<file path="src/hw/rtl/afrb_ram.sv">
// ----------------------------------------------------------------------------
// afrb_ram: generic simple dual-port RAM
// One write port, one read port, read data registered.
// ----------------------------------------------------------------------------
`default_nettype none

module afrb_ram #(
  parameter int WIDTH = 8,
  parameter int DEPTH = 16
) (
  input  wire logic                     clk,
  input  wire logic                     we,
  input  wire logic [$clog2(DEPTH)-1:0] waddr,
  input  wire logic [WIDTH-1:0]         wdata,
  input  wire logic                     re,
  input  wire logic [$clog2(DEPTH)-1:0] raddr,
  output logic      [WIDTH-1:0]         rdata
);

  logic [WIDTH-1:0] mem [DEPTH];
  logic [WIDTH-1:0] rdata_r;

  always_ff @(posedge clk) begin
    if (we) begin
      mem[waddr] <= wdata;
    end
    if (re) begin
      rdata_r <= mem[raddr];
    end
  end

  assign rdata = rdata_r;

endmodule

`default_nettype wire

</file>
<file path="config.mk">
export PLATFORM = sky130hd
export DESIGN_NAME = afrb_ram
export DESIGN_NICKNAME = d
export VERILOG_FILES = /design/src/hw/rtl/afrb_ram.sv
export SDC_FILE = /design/constraint.sdc
export NUM_CORES = 1
export LEC_CHECK = 0
export BUFFER_PORTS_ARGS = -buffer_cell sky130_fd_sc_hd__buf_4
export CAP_MARGIN = 0
export CORE_MARGIN = 8
export CORE_UTILIZATION = 50
export CTS_CLUSTER_SIZE = 30
export DETAILED_ROUTE_END_ITERATION = 7
export PLACE_DENSITY_LB_ADDON = 0.08
export SYNTH_ARGS = -nofsm -noshare
export SYNTH_HDL_FRONTEND = slang
export SYNTH_SLANG_ARGS = --single-unit
</file>
<file path="constraint.sdc">
create_clock -name clk -period 4.2 [get_ports clk]
set_clock_uncertainty 0.2 [all_clocks]
set_input_delay 0.63 -clock clk [delete_from_list [all_inputs] [get_ports clk]]
set_output_delay 0.63 -clock clk [all_outputs]
set_load 0.01 [all_outputs]
</file>
==> reports/metrics.cfg <==
[status]
outcome = finished clean

[critical_path]
worstPathArrival_ns = 2.18
cpPeakStageDelay_ns = 0.63
critPathBufInv = 1
path_cells = buf_4, mux4_1, a22oi_1, nand2_1
start_kind = input port
critPathMaxFanout = 32
worstPathRequired_ns = 4.25
criticalPathCategory = in2reg
crit_family = multiplexers
critical_path.endpoint_type = register
cpMaxStageDelayCell = mux4_1

[logic_synthesis]
avgSynthCellArea_um2 = 22.83
synth_simple_gate_area_frac = 0.03135
ys_ff_latch = 136
yosysSeqAreaShare = 0.7812
yosys_warnings = 0
synth-compound-area-share = 0.02298
yosys.area_share.xor_xnor = 0
synth_top_family_by_area = multiplexers
yosys-top-cells-area = edfxtp_1, mux4_2, mux4_1
synth_top_area_frac = 0.7812
synthMuxAreaShare = 0.1479
netlist_instances = 229
syn-cell-area_um2 = 5228
synth-adder-area-share = 0
ys_types = 18
synth_fp_nets = 248
synth_top_area_cell = edfxtp_1

[min_path]
hp-class = in2reg

[global_routing]
grt_pass1_wl_um = 15120
grt_overflow = 0
antenna_found_initial = 0
grt_max_degree = 33
grt_use_total = 0.1501
grt_pass1_vias = 2438

[clock_network]
cts_tree = done
post_cts_resized = 0
insertion_delay_ns = 0.51
h-tree-depth = 4
hold_buffers = 0
cts_max_path_buffers = 2
cts_setup_buffers = 0
cts_made_buffers = 17
cts_root_buffer = clkbuf_8
clk_pin_slew_ns = 0.06
cts.sink_count = 136

[timing]
tns_ns = 0
fin_crit_ns = 2.129
rsz0062_at_grt = no
clock.fmax_ghz = 0.4698
final.setup.worst_slack_ns = 2.071
fin_crit_sh = 0.5068
setup_violations = 0
relSlewSlack = 0.2639
maxSlewViolCount = 0
tightest_slew_ns = 1.100
finalHoldViolCount = 0

[detailed_routing]
drt_pre_antenna_iters = 4
post_drt_wl_per_cell_um = 24.36
drc = 0
postRouteAntennaNets = 0
vias_per_cell = 5.740
drt_iter0_drc = 178
drt_wl_total_um = 10110
num_vias = 2382

[power]
power_switching_mw = 0.6202
seqPwrFrac = 0.476
pwr_density_cell_nw_per_um2 = 524.4
p_int_mw = 2.608
pwr-share-comb = 0.044
switching_share = 0.1921
leakagePower_nw = 2.044
ir_worst_vdd_mv = 0.2906
clock_power_share = 0.480

[die]
chipHeight_um = 118.3
core_um2 = 10230
dieWidth_um = 118.3
row_count = 37
start_util = 0.5109
dieArea_um2 = 13980
io_pins = 27

[place]
io_buffer_count = 26
dp_hpwl_um = 6192
routabilityCongestion = 0.7112
dp_worst_setup_slack_ns = 1.541

[final_layout]
diodes = 0
regArea_um2 = 4084
multiInputGateArea_um2 = 1062
fillerInstances = 722
syn_to_final_growth_pct = 17.76
fin_nets = 286
drive_gt1_frac = 0.2760

[job]
max_cap_viol_count = 0

worst register-to-register path: cells and delay by family (launching register included):
kind / cells / cell delay, ns
and+or+nand+nor: 1 / 0.09
muxes: 1 / 0.50
AOI/OAI and AO/OA: 1 / 0.32
DFF: 1 / 0.34
cells in the mapped netlist:
library cell / n
or3b_2: 1
nor2b_1: 1
nor2_1: 13
buf_4: 1
nand2b_1: 2
mux4_2: 18
clkdlybuf4s25_2: 3
and2b_1: 1
nand3b_1: 2
nand3_1: 1
nand2_1: 9
mux4_1: 14
nor3_1: 4
buf_2: 3
a22oi_1: 16
buf_6: 3
edfxtp_1: 136
and2_1: 1
cells by family (layout without fill, tap and decap cells):
kind of cell,count (synthesis),after routing
compound gates,16,16
buf+inv,10,60
mux,32,32
flops,136,136
simple gates,35,35
final cells by class:
type,count,share of cell area
timing repair buffer,29,0.03537
clock inverter,13,0.03313
clock buffer,18,0.06789
sequential,136,0.6634
tap,136,0.02764
multi-input combinational,83,0.1726
flip-flops by register name, indices dropped and copies added, names as in the netlist:
name and flops:
mem 128, rdata 8
routing by layer:
metal / routed length, µm / global-route usage
met1: 4633 / 0.2096
met2: 4866 / 0.2234
met3: 558 / 0.03760
met4: 53 / 0.05765
met5: 0 / 0
cells in the final DEF, fill, tap and decap left out:
cell type	netlist	layout
a22oi_1	16	16
and2_1	1	1
and2b_1	1	1
buf_4	1	29
bufinv_16	0	5
clkbuf_1	0	1
clkbuf_16	0	16
clkbuf_8	0	1
clkinv_1	0	2
clkinv_2	0	1
clkinv_4	0	3
clkinvlp_4	0	2
edfxtp_1	136	136
mux4_1	14	14
mux4_2	18	18
nand2_1	9	9
nand2b_1	2	2
nand3_1	1	1
nand3b_1	2	2
nor2_1	13	13
nor2b_1	1	1
nor3_1	4	3
nor3_2	0	1
or3b_2	1	1
per-stage QoR:
stage          hold WS (ns)  power, mW  cells  area, µm²  utilization
4_1_cts              0.2102      3.250    415       6156       0.6017
3_5_place_dp         0.5329      1.711    384       5534       0.5409
3_3_place_gp         0.5268      1.708    384       5534       0.5409
2_1_floorplan        0.5048      1.644    229       5228            -
5_1_grt              0.2155      3.313    415       6156       0.6017
6_report             0.2253      3.228    415       6156       0.6017
final timing paths:
check	start	to	slack, ns	cells past startpoint
max	raddr[0]	rdata[0]	2.07	4
min	wdata[3]	mem[5][3]	0.23	1
min reg2reg	mem[14][2]	rdata[2]	0.54	3
max reg2reg	mem[1][0]	rdata[0]	2.50	3
power groups by stage:
stage               Clock (mW)  Sequential [mW]  Combinational (mW)
finish                    1.55             1.54               0.142
global route              1.62             1.54               0.153
CTS                       1.57             1.54               0.145
detailed placement           0             1.57               0.145
global placement             0             1.57               0.143
floorplan                    0             1.57              0.0772
Note: power is estimated with default switching activity, not from simulation.
