File: src/hw/rtl/afrb_pkg.sv
// ----------------------------------------------------------------------------
// afrb_pkg: audio frame ring buffer shared definitions
// Sizes, command codes, channel beat types and the bundles passed between
// the front, the back and the byte RAM.
// ----------------------------------------------------------------------------
`default_nettype none

package afrb_pkg;

  // Ring geometry: FRAME_SLOTS frames of FRAME_BYTES bytes each.
  localparam int FRAME_BYTES = 4 * 1024;
  localparam int FRAME_SLOTS = 4;
  localparam int RING_BYTES  = FRAME_BYTES * FRAME_SLOTS;

  localparam int PTR_W  = $clog2(RING_BYTES);   // ring address
  localparam int FILL_W = PTR_W + 1;            // 0 .. RING_BYTES
  localparam int OFF_W  = $clog2(FRAME_BYTES);  // position inside a frame
  localparam int TAKE_W = OFF_W + 1;            // 0 .. FRAME_BYTES

  // Command queue between front and back, and result buffer depth.
  localparam int Q_DEPTH   = 2;
  localparam int OUT_DEPTH = 2;

  typedef enum logic [1:0] {
    CMD_PUSH  = 2'd0,
    CMD_PULL  = 2'd1,
    CMD_CLEAR = 2'd2,
    CMD_NOP   = 2'd3
  } cmd_e_t;

  typedef struct packed {
    logic [1:0] command;
    logic [7:0] in_byte;
  } in_t;

  typedef struct packed {
    logic [7:0]  out_byte;
    logic        out_valid;
    logic        padded;
    logic        frame_end;
    logic        overflow;
    logic [14:0] fill_level;
    logic        play_ready;
    logic        want_data;
  } res_t;

  // Classified operation handed from front to back.
  typedef struct packed {
    logic       is_push;
    logic       is_pull;
    logic       is_clear;
    logic [7:0] data;
  } op_t;

  // Byte RAM access issued by the back.
  typedef struct packed {
    logic             we;
    logic             re;
    logic [PTR_W-1:0] addr;
    logic [7:0]       wdata;
  } ram_req_t;

endpackage

`default_nettype wire

File: src/hw/rtl/afrb_front.sv
// ----------------------------------------------------------------------------
// afrb_front: input decode and command queue
// Accept input beats, classify the command and hold it in a short queue.
// ----------------------------------------------------------------------------
`default_nettype none

module afrb_front (
  input  wire logic            clk,
  input  wire logic            rst_n,
  input  wire logic            in_valid,
  output logic                 in_ready,
  input  wire afrb_pkg::in_t   in_data,
  output logic                 op_valid,
  input  wire logic            op_ready,
  output afrb_pkg::op_t        op
);

  localparam int QA_W = $clog2(afrb_pkg::Q_DEPTH);

  afrb_pkg::op_t     q_r [afrb_pkg::Q_DEPTH];
  logic [QA_W-1:0]   wp_r, wp_nxt, rp_r, rp_nxt;
  logic [QA_W:0]     cnt_r, cnt_nxt;
  afrb_pkg::op_t     dec;
  logic              push, pop;

  // Classify the command; the unused code becomes a plain status beat.
  always_comb begin
    dec = '0;
    dec.data = in_data.in_byte;
    case (afrb_pkg::cmd_e_t'(in_data.command))
      afrb_pkg::CMD_PUSH:  dec.is_push  = 1'b1;
      afrb_pkg::CMD_PULL:  dec.is_pull  = 1'b1;
      afrb_pkg::CMD_CLEAR: dec.is_clear = 1'b1;
      default:             dec.is_push  = 1'b0;
    endcase
  end

  assign in_ready = (cnt_r < (QA_W+1)'(afrb_pkg::Q_DEPTH));
  assign op_valid = (cnt_r != '0);
  assign op       = q_r[rp_r];
  assign push     = in_valid & in_ready;
  assign pop      = op_valid & op_ready;

  always_comb begin
    wp_nxt  = wp_r;
    rp_nxt  = rp_r;
    cnt_nxt = cnt_r;
    if (push) begin
      wp_nxt = (wp_r == QA_W'(afrb_pkg::Q_DEPTH-1)) ? '0 : wp_r + 1'b1;
    end
    if (pop) begin
      rp_nxt = (rp_r == QA_W'(afrb_pkg::Q_DEPTH-1)) ? '0 : rp_r + 1'b1;
    end
    if (push && !pop) begin
      cnt_nxt = cnt_r + 1'b1;
    end else if (pop && !push) begin
      cnt_nxt = cnt_r - 1'b1;
    end
  end

  always_ff @(posedge clk) begin
    if (!rst_n) begin
      wp_r  <= '0;
      rp_r  <= '0;
      cnt_r <= '0;
    end else begin
      wp_r  <= wp_nxt;
      rp_r  <= rp_nxt;
      cnt_r <= cnt_nxt;
    end
  end

  always_ff @(posedge clk) begin
    if (push) begin
      q_r[wp_r] <= dec;
    end
  end

  a_cnt_bound: assert property (@(posedge clk) disable iff (!rst_n)
    cnt_r <= (QA_W+1)'(afrb_pkg::Q_DEPTH))
    else $error("command queue count out of range");

  a_cnt_up: assert property (@(posedge clk) disable iff (!rst_n)
    (push && !pop) |=> (cnt_r == $past(cnt_r) + 1'b1))
    else $error("command queue lost a beat");

  a_cnt_down: assert property (@(posedge clk) disable iff (!rst_n)
    (pop && !push) |=> (cnt_r == $past(cnt_r) - 1'b1))
    else $error("command queue count did not drop on pop");

endmodule

`default_nettype wire

File: config.mk
export PLATFORM = sky130hd
export DESIGN_NAME = afrb_front
export DESIGN_NICKNAME = d
export VERILOG_FILES = /design/src/hw/rtl/afrb_pkg.sv /design/src/hw/rtl/afrb_front.sv
export SDC_FILE = /design/constraint.sdc
export NUM_CORES = 1
export LEC_CHECK = 0
export ABC_AREA = 1
export BUFFER_PORTS_ARGS = -buffer_cell sky130_fd_sc_hd__buf_2
export CORE_MARGIN = 2
export CORE_UTILIZATION = 54
export DETAILED_ROUTE_END_ITERATION = 10
export GPL_ROUTABILITY_DRIVEN = 1
export GPL_TIMING_DRIVEN = 1
export HOLD_SLACK_MARGIN = 0.1
export PLACE_DENSITY = 0.81
export SLEW_MARGIN = 25
export SYNTH_ARGS = -nofsm -noshare
export SYNTH_HDL_FRONTEND = slang
export SYNTH_SLANG_ARGS = --single-unit
export TNS_END_PERCENT = 1
File: constraint.sdc
create_clock -name clk -period 2.65 [get_ports clk]
set_clock_uncertainty 0.2 [all_clocks]
set_input_delay 0.53 -clock clk [delete_from_list [all_inputs] [get_ports clk]]
set_output_delay 0.53 -clock clk [all_outputs]
set_load 0.03 [all_outputs]
==> summary.md <==
| Metric | Value |
|---|---|
| Root buffer cell | `clkbuf_4` |
| P&R area growth vs syn | `18.33%` |
| Global route total overflow | `0` |
| Worst-Skew Late Latency | `310 ps` |
| DRT iter0 DRCs | `23` |
| Hold_buf cts | `0` |
| Cells after Synth | `between 70 and 80` |
| Fin. max-slew vios | `0` |
| GR Util met2 | `approximately 30%` |
| Layout cells sized above 1 | `between 40% and 50%` |
| CTS Buf Count | `3` |
| # resized after CTS | `0` |
| Global placer's final weighted congestion | `0.7587` |
| Crit path required time | `roughly 1900 ps` |
| Mapped Area | `around 0.0011 mm^2` |
| CP startpoint kind | `flip-flop` |
| Slew @ Worst Pin | `457.5 ps` |
| Initial core utilization | `between 50% and 60%` |
| Yosys top cell area share | `a little over three fifths` |
| Die width | `a little under 50 um` |
| All-Layer GR Usage | `~17%` |
| Inserted Diodes | `0` |
| FMAX | `0.4477 GHz` |
| Routed WL | `1555 um` |
| CTS tree | `done` |
| Tcrit/Tclk final | `between 80% and 90%` |
| Number of setup buffers added after CTS | `0` |
| DR WL/cell | `between 10 and 15 um` |
| Final hold vios | `0` |
| Kind of critical path | `flip-flop to primary output` |
| Std cell rows | `15` |
| Largest net degree at the start of global routing | `16` |
| Vias | `around 640` |
| Initial antenna violation count | `0` |
| # setup viols final | `0` |
| Crit path max fanout | `11` |
| Number of global-route vias before repair | `a little over 600` |
| Max-cap violations | `0` |
| Main area contributors after synthesis | `edfxtp_1 (63%), mux2_2 (12%), dfxtp_1 (9.5%)` |
| Pwr Density | `981.3 mW/mm^2` |
| Clock transition at path regs | `around 130 ps` |
| Post-DP HPWL | `approximately 1200 um` |
| Vias/cell | `between 4 and 5` |
| Seq/Total Area, Yosys | `around 72%` |
| CP peak stage delay | `630 ps` |
| Die ar. | `between 0.002 and 0.0025 mm^2` |
| Slowest-stage cell, CP | `dfxtp_1` |
| CTS max path bufs | `2` |
| DRC violations left | `0` |
| Min Hold Slack | `roughly 200 ps` |
| Fin nets | `121` |
| Met1 usage | `between 10% and 20%` |
| Fill cells | `140` |
| Critical Path Sink Type | `primary output` |
| Mapped Nets | `slightly below 90` |
| Die height | `about 48 um` |
| Yosys reg bits | `27` |
| Area leader, netlist | `edfxtp_1` |
| Arr. time, crit path | `1500 ps` |
| Setup TNS | `0 ps` |
| Outcome | `finished, final reports clean` |
| LEAKAGE | `between 0.5 and 0.6 nW` |
| Yosys warns | `0` |
| Drt pass-1 iters | `5` |
| Register area | `~760 um^2` |
| Distinct cells, synth | `16` |
| First-pass GRT wire length | `2553 um` |
| Clock sink count | `27` |
| Detail Route Antenna Nets | `0` |
| Synth Area per Inst | `14.20 um^2` |
| H-tree level count | `1` |
| Multi-input logic area | `between 200 and 250 um^2` |
| Crit path cell chain | `mux2_2, buf_2` |
| RSZ-0062 raised after global routing | `no` |
| Tmin final | `around 2200 ps` |
| Core area | `roughly 0.0018 mm^2` |
| IO Port Bufs | `26` |
| Top Usage Layer GRT | `met2` |
| Max-Slew Margin vs Limit | `a little over two thirds` |
| Number of I/O pins | `27` |
| Max VDD drop | `around 0.00057 V` |
| Worst Hold Class | `input port to flip-flop` |
| M3 GR Usage | `under 10%` |
## cells in the mapped netlist
cell / instances
dfxtp_1: 5
nand2_1: 7
mux2_2: 11
inv_2: 1
nand2_2: 1
nor2_1: 9
edfxtp_1: 22
o21a_1: 1
a21oi_1: 2
inv_1: 9
o21ai_1: 1
ha_1: 1
buf_6: 1
nand3_1: 1
o21ai_0: 1
nand4_1: 1
## routing by layer
metal  share of wire [%]  up-vias  wire (um)
met5                   0        -          0
met2                  55       15        860
met3                 4.6        2         71
met4                0.39        0          6
met1                  40      304        615
li1                    -      317          -
## critical path: cells and delay by family, from the launching register on
family	cells	cell delay, ps
flip-flops	1	630
buffers and inverters	1	180
multiplexers	1	390
## stage by stage
stage / total power, mW / cell area [um^2] / setup slack, ps / util, % / std cells
2_1_floorplan: 0.9478 / 1051 / 836.7 / - / 74
3_5_place_dp: 1.071 / 1216 / 746.4 / 68.21 / 126
3_3_place_gp: 1.050 / 1216 / 751.6 / 68.21 / 126
6_report: 1.220 / 1244 / 416.6 / 69.75 / 130
5_1_grt: 1.302 / 1244 / 318.8 / 69.75 / 130
4_1_cts: 1.237 / 1244 / 373.0 / 69.75 / 130
## path summary, 6_finish.rpt
| kind | cells past startpoint | slack (ps) | from | end |
|---|---|---|---|---|
| max | 2 | 420 | flip-flop | op[9] |
| min | 1 | 200 | in_data[5] | q_r[0][5] |
| max reg2reg | 8 | 1080 | cnt_r[0] | cnt_r[1] |
| min reg2reg | 2 | 310 | wp_r | wp_r |
## flip-flops by register name, indices dropped and copies added, names as in the netlist, named ones only
register / count
cnt_r: 2
q_r: 22
rp_r: 1
wp_r: 1
## layout by cell type, fill, tap and decap left out
cell type and n:
buf_2 26, dfxtp_1 5, a21oi_1 2, o21ai_1 1, o21ai_0 1, ha_1 1
nand3_1 1, clkbuf_4 3, nand4_1 1, inv_1 9, nand2_2 1, edfxtp_1 22
inv_2 1, o21a_1 1, clkinv_2 1, mux2_2 11, nor2_1 9, nand2_1 7
buf_4 2
## final cells by class
| cell class | instances | area share (%) |
|---|---|---|
| flip-flops and latches | 27 | 61.17 |
| multi-input cells | 36 | 19.42 |
| repair buffers | 28 | 11.67 |
| inverters | 10 | 3.018 |
| well taps | 25 | 2.515 |
| clock buffers | 3 | 1.811 |
| clock inverters | 1 | 0.4024 |
## where the power goes
part / internal (mW) / switching [mW] / total, mW
clock network: 0.0563 / 0.109 / 0.165
registers: 0.548 / 0.0471 / 0.595
logic: 0.161 / 0.298 / 0.460
## kinds of logic after synthesis
group                    synth area share, %
flip-flops                             72.38
AND/OR/NAND/NOR                        7.381
buffers and inverters                  4.642
multiplexers                           11.79
AO/OA/AOI/OAI                          2.618
adder cells (fa/ha/maj)                1.190
(Power assumes the default switching activity.)
