==> src/hw/rtl/afrb_pkg.sv <==
// ----------------------------------------------------------------------------
// afrb_pkg: audio frame ring buffer shared definitions
// Sizes, command codes, channel beat types and the bundles passed between
// the front, the back and the byte RAM.
// ----------------------------------------------------------------------------
`default_nettype none

package afrb_pkg;

  // Ring geometry: FRAME_SLOTS frames of FRAME_BYTES bytes each.
  localparam int FRAME_BYTES = 4 * 1024;
  localparam int FRAME_SLOTS = 4;
  localparam int RING_BYTES  = FRAME_BYTES * FRAME_SLOTS;

  localparam int PTR_W  = $clog2(RING_BYTES);   // ring address
  localparam int FILL_W = PTR_W + 1;            // 0 .. RING_BYTES
  localparam int OFF_W  = $clog2(FRAME_BYTES);  // position inside a frame
  localparam int TAKE_W = OFF_W + 1;            // 0 .. FRAME_BYTES

  // Command queue between front and back, and result buffer depth.
  localparam int Q_DEPTH   = 2;
  localparam int OUT_DEPTH = 2;

  typedef enum logic [1:0] {
    CMD_PUSH  = 2'd0,
    CMD_PULL  = 2'd1,
    CMD_CLEAR = 2'd2,
    CMD_NOP   = 2'd3
  } cmd_e_t;

  typedef struct packed {
    logic [1:0] command;
    logic [7:0] in_byte;
  } in_t;

  typedef struct packed {
    logic [7:0]  out_byte;
    logic        out_valid;
    logic        padded;
    logic        frame_end;
    logic        overflow;
    logic [14:0] fill_level;
    logic        play_ready;
    logic        want_data;
  } res_t;

  // Classified operation handed from front to back.
  typedef struct packed {
    logic       is_push;
    logic       is_pull;
    logic       is_clear;
    logic [7:0] data;
  } op_t;

  // Byte RAM access issued by the back.
  typedef struct packed {
    logic             we;
    logic             re;
    logic [PTR_W-1:0] addr;
    logic [7:0]       wdata;
  } ram_req_t;

endpackage

`default_nettype wire

==> src/hw/rtl/afrb_back.sv <==
// ----------------------------------------------------------------------------
// afrb_back: ring control and result buffer
// Execute queued commands against the pointers and fill count, drive the
// byte RAM and buffer results for the output channel.
// ----------------------------------------------------------------------------
`default_nettype none

module afrb_back (
  input  wire logic                 clk,
  input  wire logic                 rst_n,
  input  wire logic                 op_valid,
  output logic                      op_ready,
  input  wire afrb_pkg::op_t        op,
  output afrb_pkg::ram_req_t        ram_req,
  input  wire logic [7:0]           ram_rdata,
  output logic                      out_valid,
  input  wire logic                 out_ready,
  output afrb_pkg::res_t            out_data
);

  localparam int PTR_W  = afrb_pkg::PTR_W;
  localparam int FILL_W = afrb_pkg::FILL_W;
  localparam int OFF_W  = afrb_pkg::OFF_W;
  localparam int TAKE_W = afrb_pkg::TAKE_W;
  localparam int OA_W   = $clog2(afrb_pkg::OUT_DEPTH);

  logic [FILL_W-1:0] fill_r, fill_nxt;
  logic [PTR_W-1:0]  wptr_r, wptr_nxt, rptr_r, rptr_nxt;
  logic [OFF_W-1:0]  foff_r, foff_nxt;
  logic [TAKE_W-1:0] ftake_r, ftake_nxt, take, take_new;

  logic              issue, real_byte;
  afrb_pkg::res_t    res;

  // Result held in a register while the RAM read data arrives.
  logic              s1_v_r;
  logic              s1_real_r;
  afrb_pkg::res_t    s1_res_r;

  // Result buffer.
  afrb_pkg::res_t    ob_r [afrb_pkg::OUT_DEPTH];
  logic [OA_W-1:0]   owp_r, owp_nxt, orp_r, orp_nxt;
  logic [OA_W:0]     ocnt_r, ocnt_nxt, occ;
  logic              opush, opop;
  afrb_pkg::res_t    oentry;

  // Issue only when the result buffer can absorb this result too.
  assign opop     = out_valid & out_ready;
  assign occ      = ocnt_r + (OA_W+1)'(s1_v_r) - (OA_W+1)'(opop);
  assign op_ready = (occ < (OA_W+1)'(afrb_pkg::OUT_DEPTH));
  assign issue    = op_valid & op_ready;

  assign take_new = (fill_r < FILL_W'(afrb_pkg::FRAME_BYTES))
                    ? fill_r[TAKE_W-1:0] : TAKE_W'(afrb_pkg::FRAME_BYTES);

  always_comb begin
    fill_nxt  = fill_r;
    wptr_nxt  = wptr_r;
    rptr_nxt  = rptr_r;
    foff_nxt  = foff_r;
    ftake_nxt = ftake_r;
    take      = ftake_r;
    real_byte = 1'b0;
    res       = '0;
    ram_req   = '0;
    ram_req.wdata = op.data;
    ram_req.addr  = op.is_push ? wptr_r : rptr_r;
    if (issue) begin
      if (op.is_push) begin
        if (fill_r >= FILL_W'(afrb_pkg::RING_BYTES)) begin
          res.overflow = 1'b1;  // drop the byte
        end else begin
          ram_req.we = 1'b1;
          wptr_nxt   = (wptr_r == PTR_W'(afrb_pkg::RING_BYTES-1)) ? '0 : wptr_r + 1'b1;
          fill_nxt   = fill_r + 1'b1;
        end
      end else if (op.is_pull) begin
        res.out_valid = 1'b1;
        take      = (foff_r == '0) ? take_new : ftake_r;
        ftake_nxt = take;
        if (({1'b0, foff_r} < take) && (fill_r != '0)) begin
          real_byte  = 1'b1;
          ram_req.re = 1'b1;
          rptr_nxt   = (rptr_r == PTR_W'(afrb_pkg::RING_BYTES-1)) ? '0 : rptr_r + 1'b1;
          fill_nxt   = fill_r - 1'b1;
        end else begin
          res.padded = 1'b1;
        end
        if (foff_r == OFF_W'(afrb_pkg::FRAME_BYTES-1)) begin
          res.frame_end = 1'b1;
          foff_nxt      = '0;
        end else begin
          foff_nxt = foff_r + 1'b1;
        end
      end else if (op.is_clear) begin
        fill_nxt  = '0;
        wptr_nxt  = '0;
        rptr_nxt  = '0;
        foff_nxt  = '0;
        ftake_nxt = '0;
      end
    end
    res.fill_level = fill_nxt;
    res.play_ready = (fill_nxt >= FILL_W'(afrb_pkg::FRAME_BYTES));
    res.want_data  = (fill_nxt < FILL_W'(2 * afrb_pkg::FRAME_BYTES));
  end

  // Result buffer bookkeeping; the RAM byte joins the result here.
  assign opush = s1_v_r;
  always_comb begin
    oentry = s1_res_r;
    oentry.out_byte = s1_real_r ? ram_rdata : 8'd0;
    owp_nxt  = owp_r;
    orp_nxt  = orp_r;
    ocnt_nxt = ocnt_r;
    if (opush) begin
      owp_nxt = (owp_r == OA_W'(afrb_pkg::OUT_DEPTH-1)) ? '0 : owp_r + 1'b1;
    end
    if (opop) begin
      orp_nxt = (orp_r == OA_W'(afrb_pkg::OUT_DEPTH-1)) ? '0 : orp_r + 1'b1;
    end
    if (opush && !opop) begin
      ocnt_nxt = ocnt_r + 1'b1;
    end else if (opop && !opush) begin
      ocnt_nxt = ocnt_r - 1'b1;
    end
  end

  assign out_valid = (ocnt_r != '0);
  assign out_data  = ob_r[orp_r];

  always_ff @(posedge clk) begin
    if (!rst_n) begin
      fill_r  <= '0;
      wptr_r  <= '0;
      rptr_r  <= '0;
      foff_r  <= '0;
      ftake_r <= '0;
      s1_v_r  <= 1'b0;
      owp_r   <= '0;
      orp_r   <= '0;
      ocnt_r  <= '0;
    end else begin
      fill_r  <= fill_nxt;
      wptr_r  <= wptr_nxt;
      rptr_r  <= rptr_nxt;
      foff_r  <= foff_nxt;
      ftake_r <= ftake_nxt;
      s1_v_r  <= issue;
      owp_r   <= owp_nxt;
      orp_r   <= orp_nxt;
      ocnt_r  <= ocnt_nxt;
    end
  end

  always_ff @(posedge clk) begin
    s1_res_r  <= res;
    s1_real_r <= real_byte;
    if (opush) begin
      ob_r[owp_r] <= oentry;
    end
  end

  a_fill_bound: assert property (@(posedge clk) disable iff (!rst_n)
    fill_r <= FILL_W'(afrb_pkg::RING_BYTES))
    else $error("fill count above ring size");

  a_ptr_fill: assert property (@(posedge clk) disable iff (!rst_n)
    (PTR_W'(wptr_r - rptr_r) == fill_r[PTR_W-1:0]))
    else $error("pointers disagree with fill count");

  a_no_overrun: assert property (@(posedge clk) disable iff (!rst_n)
    (ocnt_r + (OA_W+1)'(s1_v_r)) <= (OA_W+1)'(afrb_pkg::OUT_DEPTH))
    else $error("result buffer overrun");

endmodule

`default_nettype wire

==> config.mk <==
export PLATFORM = sky130hd
export DESIGN_NAME = afrb_back
export DESIGN_NICKNAME = d
export VERILOG_FILES = /design/src/hw/rtl/afrb_pkg.sv /design/src/hw/rtl/afrb_back.sv
export SDC_FILE = /design/constraint.sdc
export NUM_CORES = 1
export LEC_CHECK = 0
export ABC_CLOCK_PERIOD_IN_PS = 11930
export BUFFER_PORTS_ARGS = -buffer_cell sky130_fd_sc_hd__buf_2
export CAP_MARGIN = 20
export CORE_UTILIZATION = 45
export DETAILED_ROUTE_END_ITERATION = 16
export HOLD_SLACK_MARGIN = 0.15
export SETUP_SLACK_MARGIN = 0.1
export SYNTH_ARGS = -nofsm -noshare
export SYNTH_HDL_FRONTEND = slang
export SYNTH_SLANG_ARGS = --single-unit
==> constraint.sdc <==
create_clock -name clk -period 11.93 [get_ports clk]
set_clock_uncertainty 0.1 [all_clocks]
set_input_delay 1.7895 -clock clk [delete_from_list [all_inputs] [get_ports clk]]
set_output_delay 1.7895 -clock clk [all_outputs]
set_load 0.02 [all_outputs]
==> results of run 1 <==
==> kinds of logic (layout without fill, tap and decap cells) <==
family                     Yosys count  after routing  synth area share, %
and+or+nand+nor                    302            302                 20.3
AOI/OAI and AO/OA                  172            172                 15.1
DFF                                154            154                 48.4
buffers and inverters               65            119                 3.80
muxes                               48             48                 7.16
adders and majority gates           20             20                 3.31
xor gates and xnor gates            16             16                 1.85
==> worst max-delay path by stage <==
stage	slack [ns]	startpoint	cells past startpoint	end
6_report	5.32	foff_r[0]	13	ram_req[22]
5_1_grt	5.01	foff_r[0]	13	ram_req[22]
4_1_cts	5.33	foff_r[0]	13	ram_req[22]
3_5_place_dp	5.53	out_ready	10	ram_req[22]
3_3_place_gp	5.73	out_ready	10	ram_req[22]
2_1_floorplan	6.53	out_ready	8	ram_req[22]
==> Yosys cell counts, types with 10 or more instances <==
library cell	number	area [µm²]
edfxtp_1	58	1740
dfxtp_1	96	1920
clkbuf_1	30	113
inv_1	17	63.8
mux2_2	45	507
and3_1	31	194
nor2_1	88	330
a21oi_1	51	255
o221a_2	10	113
o21ai_0	39	195
nand4_1	15	93.8
nand2_1	46	173
and2_1	17	106
nor3_1	24	120
nand3_1	32	160
ha_1	20	250
==> state kept, by name (all words and copies together), names as in the netlist, named ones only <==
signal and count:
fill_r 15, foff_r 12, ftake_r 13, ob_r 58
ocnt_r 2, oentry 21, opush 1, orp_r 1
owp_r 1, rptr_r 14, s1_real_r 1, wptr_r 14
==> worst max-delay path, stage by stage (launching register included) <==
cell and delay [ns]:
dfxtp_1 0.36, inv_1 0.07, ha_1 0.13, nor4b_1 0.43
nand3_1 0.55, a21oi_1 0.41, ha_1 0.28, and3_4 0.18
a221o_1 0.34, a221o_1 0.41, o21ai_2 0.24, nand3_1 0.39
inv_1 0.29, buf_2 0.21
==> final cells by class <==
cell class              count  area, µm²
flip-flops and latches    154       3660
repair buffers             67        350
clock buffers              17        425
clock inverters            15        205
well taps                 220        275
fillers                  1485       7910
inverters                  20       75.1
multi-input cells         558       3620
==> per-layer routing <==
layer  up-vias  part of all wire [%]  global-route usage [%]
met1      2959                    45                    28.6
li1       2956                     -                       -
met3        23                   4.9                    4.67
met2       183                    48                    36.2
met4         0                   1.4                    6.72
met5         -                     0                       0
==> stage by stage <==
step	hold slack (ns)	util (%)
after global placement	0.307	48.3
after detailed placement	0.311	48.3
after floorplan	0.304	-
final	0.324	52.2
after global routing	0.332	52.2
after CTS	0.327	52.2
==> power groups by stage <==
stage,Sequential [mW],Clock [mW],Combinational [mW]
3_5_place_dp,0.719,0,0.771
2_1_floorplan,0.677,0,0.595
6_report,0.708,0.566,0.783
4_1_cts,0.707,0.579,0.775
5_1_grt,0.718,0.601,0.848
3_3_place_gp,0.716,0,0.768
==> results.txt, run 1 <==
The worst hold path belongs to the class reg -> reg. The max-cap check violation count came out at 0. The final antenna-violating net count is 0. The number of cells in the design after placement came out at 1,019. The number of flops mapped to enable cells by yosys is between 50 and 60. For this design the total switching power over the nets is 0.811 mW. Leaving out fill and tap cells, the most frequent cell in the layout is dfxtp_1. The internal portion of the total power is roughly 1.2 mW. The standby leakage power came out at around 3.3 nW. Compared with the post-synthesis result, the final layout area differs by 13.9%. Counting every net in the synthesized netlist gives slightly above 800. The length of the first detailed-routing pass in iterations came out at 5.

The CTS sink count is approximately 150. The worst register-to-register path has a setup slack of slightly above 7 ns. The final-report setup violation count came out at 0. The transition at the pin with the smallest max-transition slack is between 0.9 and 1 ns. The max-slew violation count came out at 0. The design area came out at roughly 8600 µm². For the worst-skew pair, the clock arrives at the later sink with an insertion delay of between 0.4 and 0.5 ns.

The peak ir drop on the vdd network came out at approximately 0.13 mV. CTS placed an instance of clkbuf_16 at the clock tree root. The post-synthesis instance area is 7570 µm². The worst setup path is captured at a primary output. The initial DRC count is slightly above 400. The average routed wire per standard cell came out at around 17 µm.

Along the worst path, the maximum fanout reaches 15. The final cell count without fillers is between 1,000 and 1,500. The die is about 130 µm wide. The core footprint came out at 16,500 µm². The total chip power came out at slightly above 2 mW. Wires add up to about 18,000 µm. The remaining global-route overflow is 0.

The average footprint of a synthesized cell is a little under 10 µm². The initial antenna violation count came out at 0. The share of the yosys chip area belonging to registers came out at 48.4%. The number of placement rows is between 40 and 50.

The die footprint is 17,300 µm². The number of antenna repair diodes came out at 0. The part of the power in the clock network is around 28%. TritonCTS built the clock tree. The starting density of the core is between 40% and 50%. Net switching is 39.4% of the power. The instance area at placement is between 7000 and 8000 µm². The number of gates resized after CTS is 0. The flow ran to the end, and the final reports show no timing, DRC or antenna violations.

The maximum number of pins on one net before global-route repair came out at 35. The shortest period the worst path allows is ~6.6 ns. The areal power density over the cells is about 240 nW/µm². The depth of the worst hold-timing path is 0. For hold timing, the worst endpoint is ob_r[1][18]. The startpoint of the lowest-slack hold path is oentry[18].

After technology mapping, the gate count stands at 777. The final layout net count came out at around 860. The proportion of register bits with asynchronous set or reset after synthesis came out at 0%.

The number of port buffers is 61. Setup repair after global routing left no endpoint under its margin. The register bit count reported by yosys came out at about 150.

The TritonCTS buffer count came out at 17. The post-detailed-route DRC marker count is 0. The sequential group share of total power came out at 34.4%. The startpoint identified for the worst register-to-register timing path is foff_r[0]. The H-tree generated during clock tree synthesis spans 4 levels. Counting along the longest clock path gives a buffer depth of 2. The number of buffers inserted for hold repair after clock tree synthesis came out at 0. The relative contribution of combinational cells to total power is 38.1%.

The Yosys step of the flow raised 0 warnings. The worst register-to-register path ends at oentry[6]. STA classifies the critical path startpoint as a register. The final estimated routing congestion in global placement is around 0.89. The number of global-route vias before repair is slightly below 6,000. Clock-pin slew was measured on the worst setup and hold paths at around 0.060 ns. The final critical-path setup slack is ~5.3 ns. The startpoint-to-endpoint class of the critical path is reg -> out. The data required time at the worst endpoint came out at ~10 ns. The placed wire-length estimate is approximately 13,000 µm. The length in cells of the worst reg-to-reg path came out at 13. The final cycle utilization of the critical path is between 50% and 60%. The via count normalized by instance count is 5.82. The first global-routing pass estimated 30,300 µm of wire. The share of cells above drive strength 1 is 21.4%. In this run the count of I/O pins placed on the die edge is 78. The predominant post-synthesis flop cell is dfxtp_1. The final hold violation count is 0. Global routing used 21.9% of the available tracks. The sum of negative setup slack came out at 0 ns. The relative slew slack came out at a little over a third. The library cells used most frequently in the layout, excluding fill and tap cells, are 96 x dfxtp_1, 87 x nor2_1, 61 x buf_2, 58 x edfxtp_1, 51 x a21oi_1. The detailed router placed around 6,000 vias in this run. The worst slack at placement is ~5.5 ns. The netlist uses approximately 70 different library cells. After clock tree synthesis, the setup repair step added 0 buffers. The die is between 100 and 150 µm tall. The highest clock rate is 151 MHz. The arrival time of the worst setup path is between 4 and 5 ns.
Power figures use the tool's default switching activity.
==> run 2, diff against run 1 <==
--- a/config.mk
+++ b/config.mk
@@ -5,12 +5,14 @@
 export SDC_FILE = /design/constraint.sdc
 export NUM_CORES = 1
 export LEC_CHECK = 0
-export ABC_CLOCK_PERIOD_IN_PS = 11930
+export ABC_AREA = 1
+export ABC_CLOCK_PERIOD_IN_PS = 6000
 export BUFFER_PORTS_ARGS = -buffer_cell sky130_fd_sc_hd__buf_2
 export CAP_MARGIN = 20
 export CORE_UTILIZATION = 45
 export DETAILED_ROUTE_END_ITERATION = 16
 export HOLD_SLACK_MARGIN = 0.15
+export PLACE_DENSITY = 0.66
 export SETUP_SLACK_MARGIN = 0.1
 export SYNTH_ARGS = -nofsm -noshare
 export SYNTH_HDL_FRONTEND = slang
==> constraint.sdc (replaced) <==
create_clock -name clk -period 6 [get_ports clk]
set_clock_uncertainty 0.1 [all_clocks]
set_input_delay 0.9 -clock clk [delete_from_list [all_inputs] [get_ports clk]]
set_output_delay 0.9 -clock clk [all_outputs]
set_load 0.02 [all_outputs]
==> run 2 against run 1 <==
  * Design area increased by 2.2%
  * Power up 99%
  * Clock power up 93%
  * Sequential cell count is the same
  * Non-clock buffer count down 2
  * Register-to-register slack lost 4.7 ns
  * Largest cell class unchanged
  * Largest power group unchanged
  * Highest routed layer unchanged
==> results.txt, run 2 <==
Result of the run: finished, final reports clean (unchanged). Top library cells by usage in the layout, fill and taps aside: 188 x nand2_1, 103 x inv_1, 100 x nor2_1, 96 x dfxtp_1, 61 x buf_2 (was 96 x dfxtp_1, 87 x nor2_1, 61 x buf_2, 58 x edfxtp_1, 51 x a21oi_1). The transition at the pin with the smallest max-transition slack came out at 0.753 ns (was 0.964 ns). The top fanout value on the critical path was 12 (was 15). The CTS sink count is 154 (unchanged).

The share of the synthesized area in the top cell type is 24.6% (was 25.4%). The length of the first detailed-routing pass in iterations is 5 (unchanged). The routed via count is 6,296 (was 6,121). The startpoint-to-endpoint class of the critical path is reg -> out (unchanged). The aggregate global-route resource usage came out at 20.9% (was 21.9%). The worst slack at placement came out at 2.07 ns (was 5.53 ns). The final hold violation count is 0 (unchanged). Top cell types by occurrence after synthesis: 188 x nand2_1, 103 x inv_1, 101 x nor2_1 (was 96 x dfxtp_1, 88 x nor2_1, 58 x edfxtp_1).

The I/O pin count is 78 (unchanged). The number of antenna repair diodes came to 0 (unchanged). The most frequent standard cell in the layout excluding fill and tap cells is nand2_1 (was dfxtp_1). The final critical-path setup slack is 1.61 ns (was 5.32 ns). The register bit count reported by yosys came out at 154 (unchanged). The number of placement rows came to 47 (unchanged). The clock edge transition at the registers on the reported setup and hold paths is 0.06 ns (about the same). For the finished layout, the period the worst path requires is approximately 4.4 ns. The synthesis warning total is 0 (unchanged). The total routed wirelength is 17,600 µm (was 18,300 µm). The final cycle utilization of the critical path is between 70% and 80%.

The max-cap check violation count is 0 (unchanged). The post-synthesis instance total was 944 (was 777). The worst min-delay path category is reg -> reg (unchanged).

The via count normalized by instance count is 5.17 (was 5.82). The share of cells above drive strength 1 came out at 18.0% (was 21.4%). The first-pass GRT wire length is 29,300 µm (was 30,300 µm). The largest stage delay on the critical path came to 0.36 ns (was 0.55 ns).

The relative slew slack came out at 49.7% (was 35.7%). The instance area at placement is 8210 µm² (was 7990 µm²). The maximum number of pins on one net before global-route repair came to 41 (was 35). The post-detailed-route DRC marker count came out at 0 (unchanged). The die extent in x is 134 µm (was 132 µm).

The share of the yosys chip area belonging to registers is 46.9% (was 48.4%). The maximum number of buffers from clock root to sink is 2 (unchanged). The final antenna-violating net count is 0 (unchanged). The net count after synthesis is 987 (was 820).

The predominant post-synthesis flop cell is dfxtp_1 (unchanged). The number of distinct library cells after synthesis is 59 (was 72). The starting density of the core came out at 46.6% (was 45.8%). The slowest library cell on the worst path is dfxtp_1 (was nand3_1). The number of buffers inserted for hold repair after clock tree synthesis came out at 0 (unchanged).

The clock tree root driver cell was clkbuf_16 (unchanged). The initial DRC count came out at 384 (was 411). The average footprint of a synthesized cell came out at 8.28 µm² (was 9.74 µm²). The final estimated routing congestion in global placement came out at 0.984 (was 0.892). The design area is 8810 µm² (was 8620 µm²). The number of flops mapped to enable cells by yosys is 58 (unchanged). The highest clock rate is 228 MHz. The initial antenna violation count is 0 (unchanged). The largest register by flop count is ob_r (unchanged).

The number of gates resized after CTS came out at 0 (unchanged). The placed wire-length estimate came out at 12,500 µm (was 12,700 µm). The die extent in y came out at 134 µm (was 132 µm).

The areal power density over the cells is 465 nW/µm² (was 239 nW/µm²). The sum of negative setup slack came to 0 ns (unchanged). The flip-flop count of the largest register, all copies and words added is 58 (unchanged). The growth of design area from synthesis to finish came to 12.7% (was 13.9%). The average routed wire per standard cell is 14.4 µm (was 17.4 µm). The post-synthesis adder-cell area fraction is 3.20% (was 3.31%).

The source-to-sink clock delay at the later pin of the worst-skew pair came out at 0.43 ns (was 0.42 ns). The max-slew violation count came to 0 (unchanged). The remaining global-route overflow is 0 (unchanged).

The kind of end point of the critical path is a primary output (unchanged). The number of port buffers is 61 (unchanged). The post-synthesis instance area is 7820 µm² (was 7570 µm²).

The peak ir drop on the vdd network is 0.232 mV (was 0.135 mV). The die footprint came out at 17,900 µm² (was 17,300 µm²). The library cell with the largest summed area after synthesis is dfxtp_1 (unchanged). The data required time at the worst endpoint is 5.00 ns (was 10.04 ns). The TritonCTS buffer count came to 17 (unchanged).

Cell chain of the critical path: nor2_1 -> nand2_1 -> nand3b_4 -> inv_1 -> a22oi_1 -> ha_1 -> nand2_1 -> inv_1 -> nand2_1 -> nand2_1 -> nand2_1 -> nand3_1 -> nand2_1 -> nand3_4 -> nor3_4 -> buf_2 (was inv_1 -> ha_1 -> nor4b_1 -> nand3_1 -> a21oi_1 -> ha_1 -> and3_4 -> a221o_1 -> a221o_1 -> o21ai_2 -> nand3_1 -> inv_1 -> buf_2). The CTS tree is yes (unchanged). The core footprint came to 16,800 µm² (was 16,500 µm²). The share of the synthesized netlist area taken by xor and xnor gates came out at 1.31% (was 1.85%). The most frequent cell after synthesis is nand2_1 (was dfxtp_1). The share of synthesized area spent on multiplexers came out at 4.18% (was 7.16%).

The proportion of register bits with asynchronous set or reset after synthesis is 0% (unchanged). The cell repeated most along the worst path is nand2_1. The total chip power was 4.10 mW (was 2.06 mW). RSZ-0062 raised after global routing: no (unchanged). The critical path startpoint category was a register (unchanged). The H-tree level count came out at 4 (unchanged). The simple logic cell fraction of the synthesized area came out at 25.0% (was 20.3%). The final layout net count is 1,028 (was 861). The compound-cell area share of the yosys netlist is 10.9% (was 15.1%). The arrival time of the worst setup path was 3.39 ns (was 4.72 ns). The post-CTS repair timing setup buffer count came out at 0 (unchanged). The final-report setup violation count is 0 (unchanged). The dominant combinational cell family by area after synthesis is simple AND/OR/NAND/NOR gates (unchanged). The number of global-route vias before repair came out at 6,000 (was 5,905).

The standby leakage power came out at 3.58 nW (was 3.32 nW). Cell types occupying the most area after synthesis: dfxtp_1 25%, edfxtp_1 22%, nand2_1 9.0%, inv_1 4.9%, nor2_1 4.9% (was dfxtp_1 25%, edfxtp_1 23%, mux2_2 6.7%, nor2_1 4.4%, a21oi_1 3.4%).
## run 2: changes by cell type after synthesis, sizes merged, moves of 14 or more
cell | previous run | this run
o21ai | 42 | 56
nor2 | 88 | 122
and2 | 18 | 1
inv | 18 | 116
nand3 | 32 | 50
and3 | 34 | 2
mux2 | 46 | 29
nand2 | 46 | 193
## run 2: layer usage
metal	vias to the layer above	global-route usage (%)	part of all wire [%]
met1	2868	27.3	47
met3	24	4.01	4.4
met4	0	9.15	2.0
met2	185	33.6	47
met5	-	0	0
li1	3219	-	-
## run 2: kinds of logic (layout without fill, tap and decap cells)
family	count (synthesis)	after routing
adder cells (fa/ha/maj)	20	20
multiplexers	29	29
AO/OA/AOI/OAI	148	148
flip-flops	154	154
XOR/XNOR	10	10
buffers and inverters	161	215
AND/OR/NAND/NOR	422	422
## run 2: cell type report
| type | instances | area [µm²] |
|---|---|---|
| fillers | 1585 | 7950 |
| flip-flops and latches | 154 | 3660 |
| multi-input cells | 629 | 3490 |
| inverters | 118 | 448 |
| clock buffers | 18 | 429 |
| repair buffers | 65 | 335 |
| well taps | 220 | 275 |
| clock inverters | 14 | 170 |
## run 2: worst max-delay path, delay by kind of cell (launching register included)
family	cells	cell delay [ns]
AND/OR/NAND/NOR	11	1.57
buffers and inverters	3	0.53
adder cells (fa/ha/maj)	1	0.34
flip-flops	1	0.36
AO/OA/AOI/OAI	1	0.16
## run 2: worst paths after layout
| kind | startpoint | to | slack [ns] | cells after the start |
|---|---|---|---|---|
| max | fill_r[12] | ram_req[22] | 1.61 | 16 |
| min reg2reg | oentry[5] | ob_r[1][5] | 0.33 | 0 |
| min | oentry[5] | ob_r[1][5] | 0.33 | 0 |
| max reg2reg | fill_r[12] | rptr_r[2] | 2.39 | 20 |
## run 2: report_power, final
part | switching (mW) | internal, mW | leakage [nW]
logic | 1.04 | 0.501 | 1.96
clock network | 0.431 | 0.656 | 0.292
registers | 0.164 | 1.30 | 1.32
total | 1.64 | 2.46 | 3.58
## run 2: through the flow
step / util, % / hold WS [ns] / instances
floorplan: - / 0.304 / 944
global placement: 49.0 / 0.306 / 1186
detailed placement: 49.0 / 0.314 / 1186
CTS: 52.5 / 0.325 / 1218
global route: 52.5 / 0.336 / 1218
finish: 52.5 / 0.326 / 1218
==> run 3, diff against run 2 <==
--- a/config.mk
+++ b/config.mk
@@ -6,7 +6,7 @@
 export NUM_CORES = 1
 export LEC_CHECK = 0
 export ABC_AREA = 1
-export ABC_CLOCK_PERIOD_IN_PS = 6000
+export ABC_CLOCK_PERIOD_IN_PS = 3980
 export BUFFER_PORTS_ARGS = -buffer_cell sky130_fd_sc_hd__buf_2
 export CAP_MARGIN = 20
 export CORE_UTILIZATION = 45
==> constraint.sdc (replaced) <==
create_clock -name clk -period 3.98 [get_ports clk]
set_clock_uncertainty 0.1 [all_clocks]
set_input_delay 0.597 -clock clk [delete_from_list [all_inputs] [get_ports clk]]
set_output_delay 0.597 -clock clk [all_outputs]
set_load 0.02 [all_outputs]
==> run 3 against run 2 <==
  * Utilization increased by 1.2 points
  * Critical path depth is 1 lower
  * Sequential share of layout area decreased by 0.83 points
  * Design area rose by 2.2%
  * Sequential power up 47%
  * Sequential cell count is the same
  * Critical path type unchanged
  * Largest power group unchanged
==> results.txt, run 3 (same netlist as run 2, synthesis figures left out) <==
The total buffers and inverters traversed by the critical path is 2 (was 3). The initial antenna violation count came to 0 (unchanged). The CTS tree is yes (unchanged). The I/O pin count was 78 (unchanged).

The number of placement rows came to 47 (unchanged). The number of buffers inserted for hold repair after clock tree synthesis is 0 (unchanged). The relative slew slack came out at 34.1% (was 49.7%).

The source-to-sink clock delay at the later pin of the worst-skew pair came to 0.43 ns (about the same). The TritonCTS buffer count came out at 17 (unchanged). The clock edge transition at the registers on the reported setup and hold paths came out at 0.07 ns (was 0.06 ns).

The max-slew violation count came out at 0 (unchanged). The kind of end point of the critical path is a primary output (unchanged). The clock period could shrink to around 3.7 ns.

The number of global-route vias before repair was 5,945 (was 6,000). The via count normalized by instance count is 5.21 (was 5.17). The startpoint-to-endpoint class of the critical path is reg -> out (unchanged).

The final cell count without fillers is 1,235 (was 1,218). Cell chain of the critical path: nor2_1 -> nand3_1 -> nor2_4 -> nand3b_4 -> clkinvlp_4 -> a22oi_2 -> ha_1 -> a21oi_2 -> nor2_1 -> a211oi_2 -> nand2_1 -> nand2_2 -> nand3_4 -> nor3_4 -> buf_6 (was nor2_1 -> nand2_1 -> nand3b_4 -> inv_1 -> a22oi_1 -> ha_1 -> nand2_1 -> inv_1 -> nand2_1 -> nand2_1 -> nand2_1 -> nand3_1 -> nand2_1 -> nand3_4 -> nor3_4 -> buf_2). The number of cells in the design after placement is 1,194 (was 1,186). The placed wire-length estimate is 12,600 µm (was 12,500 µm). The starting density of the core was 46.6% (unchanged). The peak ir drop on the vdd network is 0.385 mV (was 0.232 mV). Static timing analysis puts the maximum clock frequency at around 270 MHz. The CTS sink count came out at 154 (unchanged). The most frequent standard cell in the layout excluding fill and tap cells is nand2_1 (unchanged). Top library cells by usage in the layout, fill and taps aside: 186 x nand2_1, 101 x inv_1, 99 x nor2_1, 93 x dfxtp_1, 60 x buf_2 (was 188 x nand2_1, 103 x inv_1, 100 x nor2_1, 96 x dfxtp_1, 61 x buf_2). The sum of negative setup slack came out at 0 ns (unchanged).

The die extent in x is 134 µm (unchanged). The clock tree root driver cell was clkbuf_16 (unchanged). The cell family with the largest share of critical-path delay is simple AND/OR/NAND/NOR gates (unchanged). Result of the run: finished, final reports clean (unchanged). The share of cells above drive strength 1 was 21.3% (was 18.0%). The top fanout value on the critical path is 6 (was 12). The die extent in y is 134 µm (unchanged). The post-detailed-route DRC marker count was 0 (unchanged). The slowest library cell on the worst path is dfxtp_1 (unchanged). The length of the first detailed-routing pass in iterations is 5 (unchanged). The H-tree level count came out at 4 (unchanged).

The critical path startpoint category is a register (unchanged). The remaining global-route overflow came to 0 (unchanged). The routed via count was 6,430 (was 6,296). The arrival time of the worst setup path was 2.99 ns (was 3.39 ns). The growth of design area from synthesis to finish came to 15.2% (was 12.7%). The final layout net count is 1,045 (was 1,028). The first-pass GRT wire length is 29,200 µm (was 29,300 µm). The number of antenna repair diodes is 0 (unchanged). The core footprint is 16,800 µm² (unchanged). The max-cap check violation count is 0 (unchanged).

The data required time at the worst endpoint is 3.28 ns (was 5.00 ns). The standby leakage power was 3.65 nW (was 3.58 nW). The average routed wire per standard cell came out at 14.3 µm (was 14.4 µm). The aggregate global-route resource usage is 20.8% (was 20.9%). The final estimated routing congestion in global placement was 0.946 (was 0.984).

The initial DRC count came out at 558 (was 384). The instance count on the critical path is 15 (was 16). The maximum number of pins on one net before global-route repair came out at 30 (was 41). The final antenna-violating net count is 0 (unchanged). The number of port buffers was 61 (unchanged). The largest register by flop count was ob_r (unchanged). The maximum number of buffers from clock root to sink came to 2 (unchanged). The worst min-delay path category was reg -> reg (unchanged). The largest stage delay on the critical path is 0.36 ns (about the same).

The flip-flop count of the largest register, all copies and words added came out at 58 (unchanged). The final hold violation count came to 0 (unchanged). The final-report setup violation count was 0 (unchanged). RSZ-0062 raised after global routing: no (unchanged). The depth of the worst hold-timing path is 0 (unchanged). The cell repeated most along the worst path is nor2_1 (was nand2_1). The die footprint is 17,900 µm² (unchanged). The length in cells of the worst reg-to-reg path came out at 20 (unchanged). The transition at the pin with the smallest max-transition slack came out at 0.988 ns (was 0.753 ns). The reg2reg setup slack is 0.60 ns (was 2.39 ns). The total routed wirelength is 17,700 µm (was 17,600 µm). The areal power density over the cells came out at 701 nW/µm² (was 465 nW/µm²). The final cycle utilization of the critical path is roughly 93%.
[run 3: changes by cell type in the layout (fill, tap and decap cells not counted), moves of 2 or more]
| cell | delta |
|---|---|
| a22oi_1 | -6 |
| a22oi_2 | +6 |
| buf_4 | +16 |
| clkinvlp_4 | +4 |
| dfxtp_1 | -3 |
| dfxtp_2 | +2 |
| inv_1 | -2 |
| inv_6 | +2 |
| nand2_1 | -2 |
[run 3: layout make-up]
class	instances	area [µm²]
repair inverters	1	7.51
repair buffers	81	462
fillers	1594	7760
clock buffers	17	425
clock inverters	15	166
inverters	118	452
multi-input cells	629	3540
flip-flops and latches	154	3670
well taps	220	275
[run 3: metal layers]
| metal | vias up | global-route usage, % | routed length, µm | part of all wire, % |
|---|---|---|---|---|
| li1 | 3248 | - | - | - |
| met1 | 2998 | 27.5 | 8150 | 46 |
| met2 | 153 | 32.8 | 8230 | 47 |
| met3 | 31 | 3.82 | 771 | 4.4 |
| met4 | 0 | 10.2 | 494 | 2.8 |
| met5 | - | 0 | 0 | 0 |
[run 3: per-stage QoR]
stage          utilization, %  worst slack, ns  hold WS, ns  area (µm²)  power, mW
3_3_place_gp             49.3            0.400        0.306        8270       4.55
2_1_floorplan               -            0.688        0.304        7820       4.01
3_5_place_dp             49.3            0.339        0.313        8270       4.56
6_report                 53.7            0.288        0.325        9000       6.31
4_1_cts                  53.1            0.132        0.329        8900       6.26
5_1_grt                  53.7            0.113        0.332        9000       6.70
[run 3: repair_timing]
item                       4_1_cts  5_1_grt
gates resized for setup          8       15
setup buffers                    2        6
hold endpoints to repair         0        0
setup endpoints to repair        1        1
gates cloned                     1        0
pin swaps                        1        6
[run 3: report_power, final]
group | switching (mW) | internal [mW] | total (mW)
registers | 0.200 | 1.96 | 2.16
clock network | 0.687 | 0.937 | 1.62
logic | 1.66 | 0.863 | 2.53
total | 2.55 | 3.76 | 6.31
[run 3: worst paths after layout]
| path | start | to |
|---|---|---|
| min reg2reg | oentry[18] | ob_r[0][18] |
| max reg2reg | foff_r[6] | rptr_r[2] |
| min | oentry[18] | ob_r[0][18] |
| max | foff_r[6] | ram_req[22] |
